[src/rtl/bap_pkg.sv]
// Shared constants, codes and types of the box-average image pyramid.
`timescale 1ns / 1ps

package bap_pkg;

  // Size limits of the pyramid.
  localparam int MAX_WIDTH  = 4096;
  localparam int MAX_LEVELS = 6;
  localparam int MAX_HEIGHT = 4096;

  // Fixed field widths.
  localparam int DimW    = 13;
  localparam int PixW    = 8;
  localparam int LevelW  = 3;
  localparam int PosW    = 11;
  localparam int PairW   = 9;
  localparam int CfgIdxW = 2;

  // Widths that follow from the limits.
  localparam int ColW   = $clog2(MAX_WIDTH);
  localparam int RowW   = $clog2(MAX_HEIGHT);
  localparam int HalfAw = $clog2(MAX_WIDTH / 2);

  // Configuration register indexes.
  typedef enum logic [CfgIdxW-1:0] {
    CfgImageWidth  = 2'd0,
    CfgImageHeight = 2'd1,
    CfgLevelCount  = 2'd2
  } cfg_reg_e;

  // A pixel traveling from one cell to the next.
  typedef struct packed {
    logic            valid;
    logic [PixW-1:0] value;
  } tok_t;

  // Position of a finished pixel within its level.
  typedef struct packed {
    logic [PosW-1:0] column;
    logic [PosW-1:0] row;
  } pos_t;

  // Control broadcast from the top level to every cell.
  typedef struct packed {
    logic adv;
    logic clr;
    logic last_level;
  } cell_ctl_t;

  // Request from a cell to its line memory.
  typedef struct packed {
    logic              we;
    logic              re;
    logic [HalfAw-1:0] addr;
    logic [PairW-1:0]  wdata;
  } ram_req_t;

  // One result pixel.
  typedef struct packed {
    logic [LevelW-1:0] level;
    pos_t              pos;
    logic [PixW-1:0]   pixel;
  } res_t;

endpackage

[src/rtl/bap_cell.sv]
// One pyramid cell: position counters, left pixel and pair-sum logic of one source level.
`timescale 1ns / 1ps

module bap_cell import bap_pkg::*; (
  input  logic             clk_i,
  input  logic             rst_ni,
  input  cell_ctl_t        ctl_i,
  input  logic [DimW-1:0]  width_i,
  input  logic [DimW-1:0]  height_i,
  input  tok_t             tok_i,
  output tok_t             tok_o,
  output pos_t             pos_o,
  output logic             done_o,
  output ram_req_t         ram_req_o,
  input  logic [PairW-1:0] ram_rdata_i
);

  localparam int SumW = PairW + 2;

  logic [ColW-1:0]  col_q, col_d, col_cur;
  logic [RowW-1:0]  row_q, row_d, row_cur;
  logic [PixW-1:0]  left_q, left_d;
  logic             wait_q, wait_d;
  logic             emit_q, emit_d;
  logic             done_q, done_d;
  logic [PixW-1:0]  val_q, val_d;
  logic [PairW-1:0] pair_q, pair_d;
  pos_t             pos_q, pos_d;

  logic [DimW-1:0]  col_nx, row_nx;
  logic             in_area;
  logic [PairW-1:0] pair;
  logic [SumW-1:0]  sum;

  // Step the counters on a pixel, then store, write or read the pair sum.
  always_comb begin
    col_cur   = ctl_i.clr ? '0 : col_q;
    row_cur   = ctl_i.clr ? '0 : row_q;
    col_d     = col_cur;
    row_d     = row_cur;
    left_d    = left_q;
    wait_d    = wait_q;
    emit_d    = emit_q;
    done_d    = done_q;
    val_d     = val_q;
    pair_d    = pair_q;
    pos_d     = pos_q;
    ram_req_o = '0;

    col_nx  = DimW'(col_cur) + DimW'(1);
    row_nx  = DimW'(row_cur) + DimW'(1);
    in_area = (DimW'(col_cur) < {width_i[DimW-1:1], 1'b0})
           && (DimW'(row_cur) < {height_i[DimW-1:1], 1'b0});
    pair    = PairW'(left_q) + PairW'(tok_i.value);
    sum     = SumW'(ram_rdata_i) + SumW'(pair_q) + SumW'(2);

    if (ctl_i.adv) begin
      emit_d = 1'b0;
      done_d = 1'b0;

      // Second half of a finished block: the upper pair sum is back from memory.
      if (wait_q) begin
        val_d  = PixW'(sum >> 2);
        emit_d = 1'b1;
        wait_d = 1'b0;
      end

      if (tok_i.valid) begin
        if (col_nx >= width_i) begin
          col_d = '0;
          row_d = (row_nx >= height_i) ? '0 : RowW'(row_nx);
        end else begin
          col_d = ColW'(col_nx);
        end

        if (ctl_i.last_level || !in_area) begin
          done_d = 1'b1;
        end else if (!col_cur[0]) begin
          left_d = tok_i.value;
          done_d = 1'b1;
        end else if (!row_cur[0]) begin
          ram_req_o.we    = 1'b1;
          ram_req_o.addr  = HalfAw'(col_cur >> 1);
          ram_req_o.wdata = pair;
          done_d          = 1'b1;
        end else begin
          ram_req_o.re = 1'b1;
          ram_req_o.addr = HalfAw'(col_cur >> 1);
          pair_d       = pair;
          pos_d.column = PosW'(col_cur >> 1);
          pos_d.row    = PosW'(row_cur >> 1);
          wait_d       = 1'b1;
        end
      end
    end
  end

  // Control and counter state.
  always_ff @(posedge clk_i or negedge rst_ni) begin
    if (!rst_ni) begin
      col_q  <= '0;
      row_q  <= '0;
      left_q <= '0;
      wait_q <= 1'b0;
      emit_q <= 1'b0;
      done_q <= 1'b0;
    end else begin
      col_q  <= col_d;
      row_q  <= row_d;
      left_q <= left_d;
      wait_q <= wait_d;
      emit_q <= emit_d;
      done_q <= done_d;
    end
  end

  // Payload of the block in progress and of the finished pixel.
  always_ff @(posedge clk_i) begin
    val_q  <= val_d;
    pair_q <= pair_d;
    pos_q  <= pos_d;
  end

  assign tok_o.valid = emit_q;
  assign tok_o.value = val_q;
  assign pos_o       = pos_q;
  assign done_o      = done_q;

endmodule

[config.mk]
export PLATFORM = sky130hd
export DESIGN_NAME = bap_cell
export DESIGN_NICKNAME = d
export VERILOG_FILES = /design/src/rtl/bap_pkg.sv /design/src/rtl/bap_cell.sv
export SDC_FILE = /design/constraint.sdc
export NUM_CORES = 1
export LEC_CHECK = 0
export CAP_MARGIN = 20
export CORE_MARGIN = 10
export CORE_UTILIZATION = 40
export DETAILED_ROUTE_END_ITERATION = 8
export DONT_BUFFER_PORTS = 1
export PLACE_DENSITY_LB_ADDON = 0.05
export SLEW_MARGIN = 40
export SYNTH_ARGS = -nofsm -noshare
export SYNTH_HDL_FRONTEND = slang
export SYNTH_SLANG_ARGS = --single-unit
[constraint.sdc]
create_clock -name clk_i -period 12.7 [get_ports clk_i]
set_input_delay 2.54 -clock clk_i [delete_from_list [all_inputs] [get_ports clk_i]]
set_output_delay 2.54 -clock clk_i [all_outputs]
set_load 0.01 [all_outputs]
==> results.yml <==
status:
  status: "completed"
clocking:
  numCtsBuffers: 9
  cts_max_path_buffers: 2
  ctsHoldBuffers: 0
  cts.clk_slew.worst_paths_ns: 0.05
  cts.htree.levels: 3
  clk_latency_ns: 0.34
  cts-root-buf: "clkbuf_16"
  cts_setup_buffers: 0
  cts_tree: "done"
  clkSinkCount: 74
  ctsResizeCount: 0
finish:
  nets: 655
  regArea_um2: 2050
  diodes: 0
  syn_to_final_growth_pct: 10.3
  layout.cells.non_filler: 710
  drive_above_1_share: 0.0595
  layout_commonest_cell: "ha_1"
  final.fill_count: 1205
  final_cell_mix: "ha_1, inv_1, nand2_1, edfxtp_1, dfrtp_1"
  multiInputGateArea_um2: 2830
setup_path:
  arrival_ns: 5.29
  startpoint_type: "primary input"
  ff2ff_setup_slack_ns: 8.32
  critical_path_class: "in2out"
  endpoint_kind: "primary output"
  ff2ff_path_depth: 16
  cp_max_fo: 27
  worstSetupEndpoint: "ram_req_o[0]"
  r2r_start: "col_q[0]"
  timing.rr.end: "row_q[9]"
  worstSetupStartpoint: "ctl_i[1]"
  crit_required_ns: 10.16
global_routing:
  grt_use_total: 0.153
  grt_max_degree: 36
  grt-ovfl-total: 0
  grt_pass1_wl_um: 21400
  antenna_found_initial: 0
  grt_pass1_vias: 3961
job:
  cap_violations: 0
floorplanning:
  rows: 41
  start_util: 0.406
  num_io_pins: 103
  coreArea_um2: 12600
  fp.dieH_um: 133
  die_area_um2: 17700
  chipWidth_um: 133
yosys:
  syn-num-nets: 651
  synth_cells: 529
  yosysUniqueCellTypes: 45
  synth_edf_count: 39
  ys_ff_latch: 74
  synth_warnings: 0
  avgSynthCellArea_um2: 9.65
  ys_dominant_reg_cell: "edfxtp_1"
  synth_area_um2: 5100
  synth_sequential_area_ratio: 0.401
  async_reset_ff_frac: 0.473
sta:
  fmax_mhz: 128
  setup_viol: 0
  post-route-period-util: 0.617
  grt_setup_unrepaired: "no"
  hold_viol_final: 0
  tightest_slew_ns: 0.707
  relSlewSlack: 0.529
  skew_ns: 0.00664
  min_period_ns: 7.83
  fin_tns_setup_ns: 0
  maxSlewViolCount: 0
drt:
  drcViolationCount: 0
  via_per_inst: 5.37
  ant_nets: 0
  drt-initial-drc-count: 188
  avgRoutedWirePerCell_um: 18.8
  routed_wl_um: 13300
  firstDrtPassIters: 4
  num_vias: 3814
placement:
  post-place-cells: 694
  gp_congestion: 0.821
  portBuffers: 0
  dp_hpwl_um: 10500
power_and_ir_drop:
  ir_drop_uv: 55.5
  p_leak_nw: 2.64
  power_density_nw_per_um2: 108
min_path:
  holdCritPathClass: "reg2reg"
==> per-layer routing <==
| metal | part of all wire | vias up | global-route usage | routed length (um) |
|---|---|---|---|---|
| li1 | - | 1882 | - | - |
| met1 | 0.45 | 1810 | 0.196 | 5950 |
| met2 | 0.46 | 109 | 0.239 | 6190 |
| met3 | 0.076 | 13 | 0.0458 | 1010 |
| met4 | 0.014 | 0 | 0.0562 | 191 |
| met5 | 0 | - | 0 | 0 |
==> worst max-delay path: stages <==
cell and delay, ns:
nand2b_1 0.20, inv_1 0.16, ha_1 0.26, a21o_1 0.16
a21oi_1 0.15, o22ai_1 0.11, nor4_1 0.26, nand4_1 0.55
nor2_2 0.64, and2_1 0.27
==> report_power, final <==
| part | switching, W | leakage [nW] | internal (W) | total (W) |
|---|---|---|---|---|
| logic | 0.0000387 | 1.69 | 0.0000329 | 0.0000715 |
| registers | 0.00000376 | 0.794 | 0.000263 | 0.000267 |
| clock network | 0.0000988 | 0.153 | 0.000168 | 0.000267 |
==> final cells by class <==
class	count	area share
inverter	52	0.0347
clock buffer	14	0.0487
clock inverter	2	0.00622
timing repair buffer	4	0.00534
multi-input combinational	392	0.503
tap	172	0.0382
sequential	74	0.364
==> how the worst min path moves through the flow <==
stage	slack [ns]	start	endpoint	cells after the start
after global placement	0.46	wait_q	wait_q	1
final	0.47	wait_q	wait_q	1
after CTS	0.48	wait_q	wait_q	1
after detailed placement	0.47	wait_q	wait_q	1
after floorplan	0.45	wait_q	wait_q	1
after global routing	0.49	wait_q	wait_q	1
==> stage by stage <==
stage / total power, W / hold WS, ns / cell area (um^2) / setup WS, ns / util
after floorplan: 0.000329 / 0.446 / 5100 / 4.81 / -
after global placement: 0.000342 / 0.460 / 5310 / 4.65 / 0.422
after detailed placement: 0.000344 / 0.465 / 5310 / 4.86 / 0.423
after CTS: 0.000616 / 0.477 / 5620 / 4.85 / 0.447
after global routing: 0.000635 / 0.493 / 5630 / 4.63 / 0.448
final: 0.000605 / 0.472 / 5630 / 4.87 / 0.448
==> synth_stat cells, drive strengths merged, types with 9 or more instances <==
cell	number	area (um^2)
clkbuf	10	37.5
dfrtp	35	876
inv	52	195
edfxtp	39	1170
nand4	12	75.1
and3	12	75.1
nand3	12	60.1
nand2b	24	150
nor2	35	131
a21o	9	67.6
xnor2	20	175
ha	71	888
o21ai	33	165
nor2b	9	56.3
nand2	49	184
and2	14	87.6
a21oi	23	115
==> kinds of logic (layout without fill, tap and decap cells) <==
group	Yosys count	count (layout)	synth area share
flip-flops	74	74	0.401
buffers and inverters	63	72	0.0471
multiplexers	10	10	0.0216
AO/OA/AOI/OAI	96	96	0.113
XOR/XNOR	28	28	0.0481
AND/OR/NAND/NOR	185	185	0.187
adder cells (fa/ha/maj)	73	73	0.182
==> sequential cells by signal, summed over array words and instances (netlist names) <==
signal  count
pos_o      22
col_q      12
row_q      12
pair_q      9
left_q      8
val_q       8
done_o      1
emit_q      1
wait_q      1
(Power assumes the default switching activity.)
